$ cat src/lmht_pkg.sv
// shared types, constants and helpers for the lock monitor hash table
`timescale 1ns / 1ps
`default_nettype none
package lmht_pkg;
    localparam int POOL_ENTRIES = 64;
    localparam int BUCKETS      = 32;
    localparam int COUNT_BITS   = 16;
    localparam int HW           = $clog2(POOL_ENTRIES);
    localparam int PW           = HW + 1;
    localparam int BW           = $clog2(BUCKETS);
    localparam logic [PW-1:0] NIL = PW'(POOL_ENTRIES);
    localparam logic [COUNT_BITS-1:0] COUNT_MAX = '1;

    typedef enum logic [1:0] {
        CMD_LOOKUP  = 2'd0,
        CMD_CREATE  = 2'd1,
        CMD_DESTROY = 2'd2,
        CMD_RELEASE = 2'd3
    } t_cmd;

    typedef enum logic [2:0] {
        ST_FOUND     = 3'd0,
        ST_CREATED   = 3'd1,
        ST_NOT_FOUND = 3'd2,
        ST_BUSY      = 3'd3,
        ST_FULL      = 3'd4,
        ST_FREED     = 3'd5
    } t_status;

    typedef enum logic [3:0] {
        S_IDLE, S_LU_RD, S_LU_CHK, S_HEAD_RD, S_WALK_RD, S_WALK_CHK,
        S_HIT, S_MISS, S_H_RD, S_H_CHK, S_UL_RD, S_UL_CHK, S_FREE, S_DONE
    } t_state;

    // controller to datapath
    typedef struct packed {
        logic load;       // capture input transaction
        logic rd_lu;      // read entry at last_used
        logic rd_head;    // read bucket head
        logic rd_cur;     // read entry at cursor
        logic rd_h;       // read entry at handle
        logic adv;        // cursor <= next, prev <= cursor
        logic hit;        // walk hit: finish lookup / create-hit
        logic lu_hit;     // last-used hit
        logic miss;       // walk miss
        logic h_chk;      // evaluate destroy / release on handle entry
        logic do_free;    // unlink done, free entry
        logic ul_fix;     // patch link of predecessor or head
        logic done;       // result valid
    } t_ctl;

    // datapath to controller
    typedef struct packed {
        t_cmd cmd;
        logic lu_match;
        logic cur_nil;
        logic cur_match;
        logic cur_is_h;
        logic steps_out;
        logic h_free_ok;  // destroy with zero count and valid match
    } t_sts;

    function automatic logic [BW-1:0] bucket_of(input logic [31:0] k);
        logic [31:0] x;
        x = (k >> 2) ^ (k >> 10);
        return x[BW-1:0];
    endfunction
endpackage
`default_nettype wire

$ cat src/lmht_ctrl.sv
// command sequencer of the hash table
`timescale 1ns / 1ps
`default_nettype none
module lmht_ctrl import lmht_pkg::*; (
    input  wire logic i_clk,
    input  wire logic i_rst_n,
    input  wire logic i_valid,
    output logic      o_ready,
    output logic      o_valid,
    input  wire logic i_ready,
    input  wire logic i_busy,
    input  wire t_sts i_sts,
    output t_ctl      o_ctl
);
    t_state r_state, n_state;

    // state register
    always_ff @(posedge i_clk) begin
        if (!i_rst_n) r_state <= S_IDLE;
        else          r_state <= n_state;
    end

    // next state and commands
    always_comb begin
        n_state = r_state;
        o_ctl   = '0;
        o_ready = (r_state == S_IDLE) && !i_busy;
        o_valid = (r_state == S_DONE);
        unique case (r_state)
            S_IDLE: if (i_valid && o_ready) begin
                o_ctl.load = 1'b1;
                n_state = S_LU_RD;
            end
            S_LU_RD: begin
                unique case (i_sts.cmd)
                    CMD_LOOKUP, CMD_CREATE: begin
                        o_ctl.rd_lu = 1'b1; n_state = S_LU_CHK;
                    end
                    default: begin
                        o_ctl.rd_h = 1'b1; n_state = S_H_CHK;
                    end
                endcase
            end
            S_LU_CHK: if (i_sts.lu_match) begin
                o_ctl.lu_hit = 1'b1; n_state = S_DONE;
            end else begin
                o_ctl.rd_head = 1'b1; n_state = S_HEAD_RD;
            end
            S_HEAD_RD: n_state = S_WALK_RD;
            S_WALK_RD: if (i_sts.cur_nil || i_sts.steps_out) begin
                n_state = S_MISS;
            end else begin
                o_ctl.rd_cur = 1'b1; n_state = S_WALK_CHK;
            end
            S_WALK_CHK: if (i_sts.cur_match) begin
                n_state = S_HIT;
            end else begin
                o_ctl.adv = 1'b1; n_state = S_WALK_RD;
            end
            S_HIT: begin
                o_ctl.hit = 1'b1; n_state = S_DONE;
            end
            S_MISS: begin
                o_ctl.miss = 1'b1; n_state = S_DONE;
            end
            // bucket head read ahead of the unlink walk
            S_H_RD: n_state = S_UL_RD;
            S_H_CHK: begin
                o_ctl.h_chk = 1'b1;
                if (i_sts.cmd == CMD_DESTROY && i_sts.h_free_ok) begin
                    o_ctl.rd_head = 1'b1; n_state = S_H_RD;
                end else begin
                    n_state = S_DONE;
                end
            end
            S_UL_RD: if (i_sts.cur_nil || i_sts.steps_out) begin
                n_state = S_FREE;
            end else begin
                o_ctl.rd_cur = 1'b1; n_state = S_UL_CHK;
            end
            S_UL_CHK: if (i_sts.cur_is_h) begin
                o_ctl.ul_fix = 1'b1; n_state = S_FREE;
            end else begin
                o_ctl.adv = 1'b1; n_state = S_UL_RD;
            end
            S_FREE: begin
                o_ctl.do_free = 1'b1; n_state = S_DONE;
            end
            S_DONE: begin
                o_ctl.done = 1'b1;
                if (i_ready) n_state = S_IDLE;
            end
            default: n_state = S_IDLE;
        endcase
    end

    // result only shows in the done state
    a_valid_done: assert property (@(posedge i_clk) disable iff (!i_rst_n)
        o_valid |-> r_state == S_DONE) else $error("valid outside done");
    // result holds while stalled
    a_hold: assert property (@(posedge i_clk) disable iff (!i_rst_n)
        o_valid && !i_ready |=> o_valid) else $error("result dropped");
    // no accept while working
    a_noacc: assert property (@(posedge i_clk) disable iff (!i_rst_n)
        r_state != S_IDLE |-> !o_ready) else $error("accept while busy");
endmodule
`default_nettype wire

$ cat config.mk
export PLATFORM = sky130hd
export DESIGN_NAME = lmht_ctrl
export DESIGN_NICKNAME = d
export VERILOG_FILES = /design/src/lmht_pkg.sv /design/src/lmht_ctrl.sv
export SDC_FILE = /design/constraint.sdc
export NUM_CORES = 1
export LEC_CHECK = 0
export ABC_AREA = 1
export BUFFER_PORTS_ARGS = -buffer_cell sky130_fd_sc_hd__buf_2
export CAP_MARGIN = 0
export CORE_AREA = 2 2 39 41
export DETAILED_ROUTE_END_ITERATION = 7
export DIE_AREA = 0 0 41 43
export GPL_TIMING_DRIVEN = 1
export PLACE_DENSITY = 0.78
export REMOVE_ABC_BUFFERS = 1
export SYNTH_ARGS = -nofsm -noshare
export SYNTH_HDL_FRONTEND = slang
export SYNTH_SLANG_ARGS = --single-unit
$ cat constraint.sdc
create_clock -name i_clk -period 1.34 [get_ports i_clk]
set_clock_uncertainty 0.2 [all_clocks]
set_input_delay 0.134 -clock i_clk [delete_from_list [all_inputs] [get_ports i_clk]]
set_output_delay 0.134 -clock i_clk [all_outputs]
set_load 0.005 [all_outputs]
==> impl_metrics.yaml <==
placement:
  portBuffers: 27
  pre_cts_slack_ps: -143
  gp_congestion: 0.894
  dp_hpwl_um: 1140
worst_setup_path:
  required_ps: 1010
  critPathKind: "reg -> out"
  cp-startpoint: "r_state[2]"
  critPathArrivalTime_ps: 1250
  worstSetupEndpointType: "primary output"
  startpoint_type: "flop"
  path_max_fanout: 5
  r2r-start: "r_state[0]"
cells_and_area:
  top_register: "r_state"
  num-nets-final: 148
  antennaDiodeCount: 0
  top_regs: "r_state (4)"
  largest_reg_flops: 4
  final_util: 0.699
  area_growth_pct: 106
  regArea_um2: 95.1
  fill_cells: 100
  multiInputGateArea_um2: 463
  drive_gt1_frac: 0.684
clock_tree:
  cts_sinks: 4
  clkLatencyLatePin_ps: 230
  clockBufferDepth: 2
  cts_made_buffers: 3
  htree_levels: 1
  cts_tree: "yes"
  cts-root-buf: "clkbuf_4"
  path_clk_slew_ps: 40
detailed_routing:
  drcViolationCount: 0
  final_antenna_net_count: 0
  first_pass_iters: 4
  wl_per_cell_um: 11.8
  drt_iter0_markers: 37
  wirelength_um: 1760
  avgViaCountPerCell: 5.13
  via_count: 765
power:
  powerDensity_nw_per_um2: 2050
  swShare: 0.502
  leakage_nw: 0.538
  clockPowerShare: 0.075
  power_frac_seq: 0.172
  power.internal_uw: 986
  power.switching_uw: 992
  ir_drop_mv: 1.28
  pwr-share-comb: 0.754
synthesis:
  async_flop_share: 0
  synth.area.top_cells: "dfxtp_1 (17%), nand2_1 (15%), inv_1 (13%), nor2_1 (9.6%), nand3_1 (7.4%)"
  synth_edf_count: 0
  synth_ff_type: "dfxtp_1"
  synth-seq-cells: 4
  synth_top_cell_area_share: 0.170
  yosys.area.top_type: "dfxtp_1"
  synthesis.area_um2: 470
  ys_top_cells_by_count: "nand2_1 (19), inv_1 (16), nor2_1 (12), nand3_1 (7), a21oi_1 (6)"
  synth_seq_area_share: 0.170
  yosys_warnings: 0
  synth_cell_types: 17
  avgSynthCellArea_um2: 5.41
  netlist_instances: 87
  synth_most_common_cell: "nand2_1"
sta:
  drv_slew: 0
  finalSetupViolCount: 19
  hold_viol: 0
  fmax_ghz: 0.633
  maxSlewHeadroom: 0.840
  grt_setup_unrepaired: "true"
  tightest_slew_ps: 238
  hold_ws_ps: 32.7
  fin_ws_ps: -239
  period_needed_ps: 1580
  fin_crit_sh: 1.18
die:
  initial_core_util: 0.340
  ios: 28
  coreArea_um2: 1380
  rows: 14
  die_y_um: 43
  dieArea_um2: 1760
  die_w_um: 41
hold_path:
  worstHoldPathType: "in -> reg"
  holdCritStartpoint: "i_ready"
status:
  violations: "negative setup slack"
  status: "complete, but fails checks"
grt:
  grt_pass1_wl_um: 2650
  grt_pass1_vias: 678
  grt_max_degree: 6
  track_usage: 0.216
  antenna_found_initial: 0
  overflow: 0
job:
  cap_violations: 0
## worst paths after layout
path                 to  slack, ps  cells past startpoint
min reg2reg  r_state[1]        550                      3
max reg2reg  r_state[0]       -140                      9
min          r_state[0]         30                      4
max           o_ctl[10]       -240                      6
## cell type report
| class | instances | share of cell area |
|---|---|---|
| well taps | 16 | 0.0207 |
| inverters | 20 | 0.0854 |
| clock buffers | 3 | 0.0233 |
| repair buffers | 44 | 0.294 |
| flip-flops and latches | 4 | 0.0983 |
| multi-input cells | 62 | 0.479 |
## stage by stage
stage               cell area (um^2)  cells  power (mW)  TNS (ps)
floorplan                        463     86       0.807         0
global placement                 671    136        1.12      -569
detailed placement               671    136        1.14      -854
CTS                              891    147        1.77     -2900
global route                     967    149        2.12     -4060
finish                           967    149        1.98     -2850
## cells by family (layout without fill, tap and decap cells)
kind of cell           Yosys count  count (layout)  share of synthesized area
and+or+nand+nor                 50              50                      0.513
buffers and inverters           21              67                      0.176
AOI/OAI and AO/OA               12              12                      0.141
DFF                              4               4                      0.170
## power by group through the flow
stage / combinational, mW / sequential, mW / clock [mW]
global route: 1.61 / 0.349 / 0.163
floorplan: 0.562 / 0.244 / 0
CTS: 1.29 / 0.324 / 0.156
global placement: 0.869 / 0.247 / 0
finish: 1.49 / 0.340 / 0.148
detailed placement: 0.886 / 0.252 / 0
## per-layer routing
| metal | vias to the layer above | GRT usage | wire, um |
|---|---|---|---|
| met5 | - | 0 | 0 |
| li1 | 366 | - | - |
| met1 | 330 | 0.238 | 595 |
| met3 | 14 | 0.0524 | 155 |
| met4 | 0 | 0.100 | 93 |
| met2 | 55 | 0.363 | 914 |
## worst max-delay path, cell delays in order, from the launching register on
cell	delay (ps)
dfxtp_4	370
nor2_4	130
nand2_2	90
nor2_4	130
inv_1	80
o32ai_2	80
buf_2	140
## repair_timing
action	CTS	global route
hold buffers	1	0
setup buffers	7	3
endpoints found under the hold margin	4	0
gates resized for setup	42	16
cloned	0	0
pin swaps	13	12
endpoints found under the setup margin	19	19
## layout by cell type (no fill, tap or decap)
cell type	count
inv_4	3
inv_1	13
buf_4	11
nor2_4	10
a21oi_2	3
nand3_1	3
nor3b_2	2
o32ai_2	1
dlygate4sd3_1	1
a21oi_1	3
clkbuf_4	3
dfxtp_4	4
o21ai_1	3
nand2_4	3
inv_2	4
nand2_2	6
o31ai_4	1
o21ai_0	1
buf_6	5
buf_2	27
nor2_1	7
nor3_2	2
nor2_2	2
nand3_2	4
nand2_1	11
No activity file was read; power rests on OpenSTA's default activity.
