### src/lmht_pkg.sv
// shared types, constants and helpers for the lock monitor hash table
`timescale 1ns / 1ps
`default_nettype none
package lmht_pkg;
    localparam int POOL_ENTRIES = 64;
    localparam int BUCKETS      = 32;
    localparam int COUNT_BITS   = 16;
    localparam int HW           = $clog2(POOL_ENTRIES);
    localparam int PW           = HW + 1;
    localparam int BW           = $clog2(BUCKETS);
    localparam logic [PW-1:0] NIL = PW'(POOL_ENTRIES);
    localparam logic [COUNT_BITS-1:0] COUNT_MAX = '1;

    typedef enum logic [1:0] {
        CMD_LOOKUP  = 2'd0,
        CMD_CREATE  = 2'd1,
        CMD_DESTROY = 2'd2,
        CMD_RELEASE = 2'd3
    } t_cmd;

    typedef enum logic [2:0] {
        ST_FOUND     = 3'd0,
        ST_CREATED   = 3'd1,
        ST_NOT_FOUND = 3'd2,
        ST_BUSY      = 3'd3,
        ST_FULL      = 3'd4,
        ST_FREED     = 3'd5
    } t_status;

    typedef enum logic [3:0] {
        S_IDLE, S_LU_RD, S_LU_CHK, S_HEAD_RD, S_WALK_RD, S_WALK_CHK,
        S_HIT, S_MISS, S_H_RD, S_H_CHK, S_UL_RD, S_UL_CHK, S_FREE, S_DONE
    } t_state;

    // controller to datapath
    typedef struct packed {
        logic load;       // capture input transaction
        logic rd_lu;      // read entry at last_used
        logic rd_head;    // read bucket head
        logic rd_cur;     // read entry at cursor
        logic rd_h;       // read entry at handle
        logic adv;        // cursor <= next, prev <= cursor
        logic hit;        // walk hit: finish lookup / create-hit
        logic lu_hit;     // last-used hit
        logic miss;       // walk miss
        logic h_chk;      // evaluate destroy / release on handle entry
        logic do_free;    // unlink done, free entry
        logic ul_fix;     // patch link of predecessor or head
        logic done;       // result valid
    } t_ctl;

    // datapath to controller
    typedef struct packed {
        t_cmd cmd;
        logic lu_match;
        logic cur_nil;
        logic cur_match;
        logic cur_is_h;
        logic steps_out;
        logic h_free_ok;  // destroy with zero count and valid match
    } t_sts;

    function automatic logic [BW-1:0] bucket_of(input logic [31:0] k);
        logic [31:0] x;
        x = (k >> 2) ^ (k >> 10);
        return x[BW-1:0];
    endfunction
endpackage
`default_nettype wire

### src/lmht_ram.sv
// generic simple dual-port ram (one write port, one read port) with registered read
`timescale 1ns / 1ps
`default_nettype none
module lmht_ram #(
    parameter int WIDTH = 8,
    parameter int DEPTH = 16
) (
    input  wire logic                     i_clk,
    input  wire logic                     i_we,
    input  wire logic [$clog2(DEPTH)-1:0] i_waddr,
    input  wire logic [WIDTH-1:0]         i_wdata,
    input  wire logic [$clog2(DEPTH)-1:0] i_raddr,
    output logic      [WIDTH-1:0]         o_rdata
);
    logic [WIDTH-1:0] r_mem [DEPTH];
    // write and registered read
    always_ff @(posedge i_clk) begin
        if (i_we) r_mem[i_waddr] <= i_wdata;
        o_rdata <= r_mem[i_raddr];
    end
endmodule
`default_nettype wire

### src/lmht_dp.sv
// storage and datapath of the hash table
`timescale 1ns / 1ps
`default_nettype none
module lmht_dp import lmht_pkg::*; (
    input  wire logic             i_clk,
    input  wire logic             i_rst_n,
    input  wire t_ctl             i_ctl,
    output t_sts                  o_sts,
    input  wire logic [1:0]       i_cmd,
    input  wire logic [31:0]      i_key,
    input  wire logic [HW-1:0]    i_handle,
    input  wire logic [6:0]       i_thr,
    output logic                  o_busy,
    output logic [2:0]            o_status,
    output logic [HW-1:0]         o_found_handle,
    output logic [COUNT_BITS-1:0] o_use_count,
    output logic                  o_free_low
);
    // entry word: key, next, in_use, count
    localparam int EW = 32 + PW + 1 + COUNT_BITS;
    typedef struct packed {
        logic [31:0]         key;
        logic [PW-1:0]       nxt;
        logic                used;
        logic [COUNT_BITS-1:0] cnt;
    } t_ent;

    t_cmd              r_cmd;
    logic [31:0]       r_key;
    logic [HW-1:0]     r_h;
    logic [BW-1:0]     r_b;
    logic [PW-1:0]     r_cur, r_prev, r_free_head, r_last;
    logic [PW:0]       r_steps;
    logic [PW-1:0]     r_free_total;
    logic [BUCKETS-1:0] r_bvalid;
    logic [2:0]        r_status;
    logic [HW-1:0]     r_fh;
    logic [COUNT_BITS-1:0] r_cnt;
    logic              r_clr_busy;
    logic [HW:0]       r_clr;
    t_ent              r_ent;

    logic          e_we, h_we;
    logic [HW-1:0] e_wa, e_ra;
    t_ent          e_wd, e_rd;
    logic [EW-1:0] e_rdw;
    logic [BW-1:0] h_wa;
    logic [PW-1:0] h_wd, h_rd, head;
    logic          rd_any, pend_head, r_pend_head;

    assign e_rd = t_ent'(e_rdw);

    lmht_ram #(.WIDTH(EW), .DEPTH(POOL_ENTRIES)) u_ent (
        .i_clk(i_clk), .i_we(e_we), .i_waddr(e_wa), .i_wdata(EW'(e_wd)),
        .i_raddr(e_ra), .o_rdata(e_rdw));
    lmht_ram #(.WIDTH(PW), .DEPTH(BUCKETS)) u_head (
        .i_clk(i_clk), .i_we(h_we), .i_waddr(h_wa), .i_wdata(h_wd),
        .i_raddr(r_b), .o_rdata(h_rd));

    assign head = r_bvalid[r_b] ? h_rd : NIL;
    assign pend_head = i_ctl.rd_head;
    assign o_busy = r_clr_busy;

    // read address select; a finished walk fetches the free-list head
    always_comb begin
        priority if (i_ctl.rd_lu)  e_ra = r_last[HW-1:0];
        else if (i_ctl.rd_h)       e_ra = r_h;
        else if (r_pend_head)      e_ra = head[HW-1:0];
        else if (r_cur == NIL || o_sts.steps_out) e_ra = r_free_head[HW-1:0];
        else                       e_ra = r_cur[HW-1:0];
        rd_any = i_ctl.rd_lu | i_ctl.rd_h | i_ctl.rd_cur;
    end

    // status to controller
    always_comb begin
        o_sts.cmd       = r_cmd;
        o_sts.lu_match  = (r_last != NIL) && e_rd.used && e_rd.key == r_key;
        o_sts.cur_nil   = (r_cur == NIL);
        o_sts.cur_match = e_rd.used && e_rd.key == r_key;
        o_sts.cur_is_h  = (r_cur == {1'b0, r_h});
        o_sts.steps_out = (r_steps >= (PW+1)'(POOL_ENTRIES));
        o_sts.h_free_ok = e_rd.used && e_rd.key == r_key && e_rd.cnt == '0;
    end

    // memory writes
    always_comb begin
        e_we = 1'b0; e_wa = r_cur[HW-1:0]; e_wd = e_rd;
        h_we = 1'b0; h_wa = r_b; h_wd = e_rd.nxt;
        if (r_clr_busy) begin
            e_we = 1'b1; e_wa = r_clr[HW-1:0];
            e_wd = '0; e_wd.nxt = PW'(r_clr) + PW'(1);
        end else if (i_ctl.lu_hit || i_ctl.hit) begin
            e_wa = i_ctl.lu_hit ? r_last[HW-1:0] : r_cur[HW-1:0];
            if (r_cmd == CMD_CREATE && e_rd.cnt != COUNT_MAX) begin
                e_we = 1'b1; e_wd.cnt = e_rd.cnt + 1'b1;
            end
        end else if (i_ctl.miss && r_cmd == CMD_CREATE && r_free_total != '0
                     && r_free_head != NIL) begin
            e_we = 1'b1; e_wa = r_free_head[HW-1:0];
            e_wd.key = r_key; e_wd.used = 1'b1; e_wd.cnt = COUNT_BITS'(1);
            e_wd.nxt = head;
            h_we = 1'b1; h_wd = r_free_head;
        end else if (i_ctl.h_chk && r_cmd == CMD_RELEASE && e_rd.used
                     && e_rd.cnt != '0) begin
            e_we = 1'b1; e_wa = r_h; e_wd.cnt = e_rd.cnt - 1'b1;
        end else if (i_ctl.ul_fix) begin
            if (r_prev == NIL) begin
                h_we = 1'b1; h_wd = e_rd.nxt;
            end else begin
                e_we = 1'b1; e_wa = r_prev[HW-1:0];
                e_wd = r_ent; e_wd.nxt = e_rd.nxt;
            end
        end else if (i_ctl.do_free) begin
            e_we = 1'b1; e_wa = r_h;
            e_wd = '0; e_wd.nxt = r_free_head;
        end
    end

    // control registers
    always_ff @(posedge i_clk) begin
        if (!i_rst_n) begin
            r_free_head <= '0; r_free_total <= PW'(POOL_ENTRIES);
            r_last <= NIL; r_bvalid <= '0;
            r_clr_busy <= 1'b1; r_clr <= '0; r_pend_head <= 1'b0;
        end else begin
            r_pend_head <= pend_head;
            if (r_clr_busy) begin
                r_clr <= r_clr + 1'b1;
                if (r_clr == (HW+1)'(POOL_ENTRIES-1)) r_clr_busy <= 1'b0;
            end
            if (h_we) r_bvalid[h_wa] <= 1'b1;
            if (i_ctl.hit) r_last <= r_cur;
            if (i_ctl.miss && r_cmd == CMD_CREATE && r_free_total != '0
                && r_free_head != NIL) begin
                r_free_head  <= e_rd.nxt;
                r_free_total <= r_free_total - 1'b1;
            end
            if (i_ctl.do_free) begin
                r_free_head  <= {1'b0, r_h};
                r_free_total <= r_free_total + 1'b1;
                if (r_last == {1'b0, r_h}) r_last <= NIL;
            end
        end
    end

    // payload registers
    always_ff @(posedge i_clk) begin
        if (i_ctl.load) begin
            r_cmd <= t_cmd'(i_cmd); r_key <= i_key; r_h <= i_handle;
            r_b <= bucket_of(i_key);
            r_status <= ST_NOT_FOUND; r_fh <= '0; r_cnt <= '0;
        end
        if (r_pend_head) begin
            r_cur <= head; r_prev <= NIL; r_steps <= '0;
        end else if (i_ctl.adv) begin
            r_prev <= r_cur; r_cur <= e_rd.nxt; r_steps <= r_steps + 1'b1;
            r_ent <= e_rd;
        end
        if (i_ctl.rd_head) begin
            r_cur <= NIL;
        end
        if (i_ctl.lu_hit || i_ctl.hit) begin
            r_status <= ST_FOUND;
            r_fh <= i_ctl.lu_hit ? r_last[HW-1:0] : r_cur[HW-1:0];
            r_cnt <= e_wd.cnt;
        end
        if (i_ctl.miss && r_cmd == CMD_CREATE) begin
            if (r_free_total != '0 && r_free_head != NIL) begin
                r_status <= ST_CREATED; r_fh <= r_free_head[HW-1:0];
                r_cnt <= COUNT_BITS'(1);
            end else begin
                r_status <= ST_FULL;
            end
        end
        if (i_ctl.h_chk && e_rd.used) begin
            if (r_cmd == CMD_RELEASE) begin
                r_status <= ST_FOUND; r_fh <= r_h;
                r_cnt <= (e_rd.cnt != '0) ? e_rd.cnt - 1'b1 : e_rd.cnt;
            end else if (e_rd.key == r_key && e_rd.cnt != '0) begin
                r_status <= ST_BUSY; r_fh <= r_h; r_cnt <= e_rd.cnt;
            end
        end
        if (i_ctl.do_free) begin
            r_status <= ST_FREED; r_fh <= r_h; r_cnt <= '0;
        end
    end

    assign o_status       = r_status;
    assign o_found_handle = r_fh;
    assign o_use_count    = r_cnt;
    assign o_free_low     = ({1'b0, r_free_total} < {1'b0, i_thr}) & i_ctl.done
                            | ({1'b0, r_free_total} < {1'b0, i_thr}) & ~rd_any;

    // free count stays within the pool
    a_total: assert property (@(posedge i_clk) disable iff (!i_rst_n)
        r_free_total <= PW'(POOL_ENTRIES)) else $error("free count overflow");
    // an empty free list has a zero count
    a_empty: assert property (@(posedge i_clk) disable iff (!i_rst_n)
        r_free_head == NIL |-> r_free_total == '0) else $error("free list lost");
    // no command accepted during clearing
    a_clr: assert property (@(posedge i_clk) disable iff (!i_rst_n)
        r_clr_busy |-> !i_ctl.load) else $error("accept during clear");
endmodule
`default_nettype wire

### config.mk
export PLATFORM = sky130hd
export DESIGN_NAME = lmht_dp
export DESIGN_NICKNAME = d
export VERILOG_FILES = /design/src/lmht_pkg.sv /design/src/lmht_ram.sv /design/src/lmht_dp.sv
export SDC_FILE = /design/constraint.sdc
export NUM_CORES = 2
export LEC_CHECK = 0
export BUFFER_PORTS_ARGS = -buffer_cell sky130_fd_sc_hd__clkbuf_2
export CORE_ASPECT_RATIO = 1.4
export CORE_MARGIN = 10
export CORE_UTILIZATION = 65
export CTS_BUF_LIST = sky130_fd_sc_hd__clkbuf_8
export DETAILED_ROUTE_END_ITERATION = 6
export GPL_TIMING_DRIVEN = 0
export PLACE_DENSITY = 0.81
export SLEW_MARGIN = 20
export SYNTH_ARGS = -nofsm -noshare
export SYNTH_HDL_FRONTEND = slang
export SYNTH_HIERARCHICAL = 1
export SYNTH_SLANG_ARGS = --single-unit
### constraint.sdc
create_clock -name i_clk -period 25.1 [get_ports i_clk]
set_input_delay 2.51 -clock i_clk [delete_from_list [all_inputs] [get_ports i_clk]]
set_output_delay 2.51 -clock i_clk [all_outputs]
set_load 0.02 [all_outputs]
==> impl_metrics.env <==
export IMPL_synthTopCellsByArea="edfxtp_1 74%, mux4_2 12%, dfxtp_1 2.2%"
export IMPL_outcome="finished with violations"
export IMPL_combPwrFrac=0.119
export IMPL_cp_slowest_cell="nor4_1"
export IMPL_clock_sinks=4074
export IMPL_cp_common_cell="nor2_1"
export IMPL_reg2reg_to="u_ent/o_rdata[49]$_DFF_P_"
export IMPL_seqPwrFrac=0.532
export IMPL_routedWlPerCell_um=42.4
export IMPL_grt_antenna_before_repair=60
export IMPL_gp_congestion=0.982
export IMPL_max_freq_ghz=0.120
export IMPL_track_usage=0.396
export IMPL_holdCritStartpoint="u_ent/o_rdata[15]$_DFF_P_"
export IMPL_syn_area_um2=158000
export IMPL_grt_setup_unrepaired="false"
export IMPL_viasPerCell=7.64
export IMPL_area_growth_pct=15.0
export IMPL_slew_headroom=-0.142
export IMPL_cpPeakStageDelay_ns=1.17
export IMPL_cts_setup_buffers=0
export IMPL_final_area_um2=181000
export IMPL_nNetsFinal=8893
export IMPL_ctsHoldBuffers=0
export IMPL_synth_top_area_share=0.742
export IMPL_htree_levels=6
export IMPL_yosys_warnings=6
export IMPL_dieArea_um2=263000
export IMPL_grt_pass1_vias=94500
export IMPL_ant_nets=0
export IMPL_dp_hpwl_um=344000
export IMPL_synthArstFlopShare=0
export IMPL_layout_commonest_cell="edfxtp_1"
export IMPL_yosysSeqAreaShare=0.764
export IMPL_synth_seq_cells=4074
export IMPL_yosysUniqueCellTypes=90
export IMPL_n_fill_cell=12100
export IMPL_vias=95700
export IMPL_tritoncts="built"
export IMPL_whs_path_depth=0
export IMPL_cts_made_buffers=578
export IMPL_r2r_start="h_wa[0]$_DFFE_PP_"
export IMPL_hold_class="flip-flop to flip-flop"
export IMPL_grt_max_degree=65
export IMPL_dr_first_iter_drc_count=18100
export IMPL_coreArea_um2=242000
export IMPL_dominantRegCellSynth="edfxtp_1"
export IMPL_drcViolationCount=0
export IMPL_crit_fanout=11
export IMPL_grt_overflow=0
export IMPL_start_util=0.651
export IMPL_cap_viol_max_count=1
export IMPL_tightest_slew_ns=1.69
export IMPL_pwr_share_clk=0.349
export IMPL_cts_root_buf="clkbuf_8"
export IMPL_fp_row_count=214
export IMPL_path_cells="buf_1, inv_1, nor2_1, a211oi_1, o211ai_1, o21ai_0, o221ai_1, clkbuf_2, buf_2, nor2_1, nand2_1, clkbuf_1, o22ai_1, nor4_1, o21a_1"
export IMPL_power_internal_mw=10.5
export IMPL_worstPathArrival_ns=9.38
export IMPL_drive_above_1_share=0.295
export IMPL_crit_required_ns=26.15
export IMPL_avgSynthCellArea_um2=20.7
export IMPL_synth_edf_count=3902
export IMPL_sw_frac_of_total=0.268
export IMPL_reg2reg_depth=15
export IMPL_violations="capacitance limit, slew limit"
export IMPL_holdPathEnd="r_ent[15]$_DFFE_PP_"
export IMPL_insertion_delay_ns=1.16
export IMPL_r2r_setup_slack_ns=16.77
export IMPL_fin_crit_sh=0.332
export IMPL_cp_start_kind="flip-flop"
export IMPL_fin_skew_ns=0.0909
export IMPL_portBuffers=94
export IMPL_totalWireLength_um=532000
export IMPL_clk_pin_slew_ns=0.07
export IMPL_cts_resized=0
export IMPL_die_w_um=436
export IMPL_synth_largest_area_cell="edfxtp_1"
export IMPL_p_leak_nw=58.3
export IMPL_hold_viol_final=0
export IMPL_setup_tns_ns=0
export IMPL_clockBufferDepth=4
export IMPL_fin_util=0.749
export IMPL_placed_cell_area_um2=171000
export IMPL_synth_nets=7696
export IMPL_grt_pass1_wl_um=725000
export IMPL_period_needed_ns=8.33
export IMPL_final_cell_mix="3902 x edfxtp_1, 874 x mux4_2, 598 x clkbuf_8"
export IMPL_netlist_instances=7617
export IMPL_finalMaxSlewViolations=3
export IMPL_power_density_nw_per_um2=78.8
export IMPL_crit_type="flip-flop to flip-flop"
export IMPL_first_pass_iters=7
export IMPL_finalSetupViolCount=0
export IMPL_die_height_um=603
export IMPL_ir_drop_mv=0.0534
export IMPL_endpoint_kind="flip-flop"
export IMPL_ios=97
export IMPL_netSwitchingPower_mw=3.83
-- routing by layer --
layer | vias up | track usage | share of wire
met5 | - | 0.00870 | 0.0015
met4 | 62 | 0.334 | 0.11
met3 | 3125 | 0.150 | 0.15
met2 | 10900 | 0.592 | 0.45
met1 | 47000 | 0.452 | 0.28
li1 | 34600 | - | -
-- per-stage QoR --
| stage | std cells | hold WS (ns) | setup slack (ns) | power [mW] |
|---|---|---|---|---|
| after global routing | 12500 | 0.441 | 17.14 | 14.5 |
| after detailed placement | 11500 | 0.418 | 17.06 | 9.30 |
| after floorplan | 7617 | 0.403 | 14.62 | 8.56 |
| after CTS | 12500 | 0.426 | 17.31 | 14.1 |
| after global placement | 11000 | 0.409 | 5.17 | 9.20 |
| final | 12500 | 0.422 | 16.77 | 14.3 |
-- final cells by class --
cell class,count,area (um^2),area share
repair buffers,617,7620,0.0420
diodes,56,140,0.000772
inverters,24,90.1,0.000497
plain buffers,457,2450,0.0135
multi-input cells,3062,35900,0.198
clock buffers,598,8230,0.0454
flip-flops and latches,4074,121000,0.665
clock inverters,399,2300,0.0127
well taps,3240,4050,0.0223
-- registers in the layout, summed over array words and instances, names as in the netlist, 2 cells and up --
signal and flops:
h_wa 5, o_found_handle 6, o_status 3, o_use_count 16, r_bvalid 32, r_clr 7, r_cmd 2, r_cur 7
r_ent 49, r_free_head 7, r_free_total 7, r_h 6, r_key 32, r_last 7, r_prev 7, r_steps 8
u_ent/o_rdata 56, u_ent/r_mem 3584, u_head/o_rdata 7, u_head/r_mem 224
-- critical path, delay by kind of cell (launching register included) --
kind	cells	cell delay, ns
simple gates	4	2.37
flops	1	0.70
buf+inv	5	2.95
compound gates	6	2.16
-- logic make-up (layout without fill, tap and decap cells) --
kind of cell	count (synthesis)	after routing	synth area share
multiplexers	1176	1176	0.144
AND/OR/NAND/NOR	844	844	0.0268
other	0	56	0
AO/OA/AOI/OAI	940	940	0.0426
XOR/XNOR	85	85	0.00472
adder cells (fa/ha/maj)	17	17	0.00140
flip-flops	4074	4074	0.764
buffers and inverters	481	2095	0.0159
-- power groups by stage --
stage	combinational [mW]	clock (mW)	sequential, mW
after floorplan	0.853	0	7.71
after global placement	1.45	0	7.75
after detailed placement	1.56	0	7.74
after CTS	1.58	4.95	7.60
after global routing	1.69	5.24	7.61
final	1.70	4.98	7.61
-- worst max path at each step --
| stage | startpoint | endpoint | slack [ns] | depth (start not counted) |
|---|---|---|---|---|
| after floorplan | i_ctl[6] | u_ent/r_mem[0][11]$_DFFE_PP_ | 14.62 | 6 |
| after global placement | i_ctl[6] | u_ent/r_mem[8][11]$_DFFE_PP_ | 5.17 | 6 |
| after detailed placement | i_ctl[6] | u_ent/r_mem[30][47]$_DFFE_PP_ | 17.06 | 12 |
| after CTS | h_wa[0]$_DFFE_PP_ | u_ent/o_rdata[50]$_DFF_P_ | 17.31 | 16 |
| after global routing | h_wa[0]$_DFFE_PP_ | u_ent/o_rdata[49]$_DFF_P_ | 17.14 | 15 |
| final | h_wa[0]$_DFFE_PP_ | u_ent/o_rdata[49]$_DFF_P_ | 16.77 | 15 |
-- cell usage after synthesis, types with 65 or more instances --
library cell,count
edfxtp_1,3902
mux4_2,874
o22ai_1,265
nor2_1,255
mux2i_1,250
clkbuf_1,198
dfxtp_1,172
nand2_1,169
buf_2,131
o21ai_0,87
nor4_1,85
a22oi_1,83
a21oi_1,73
o21a_1,68
buf_4,65
o221ai_1,65
Power figures use the tool's default switching activity.
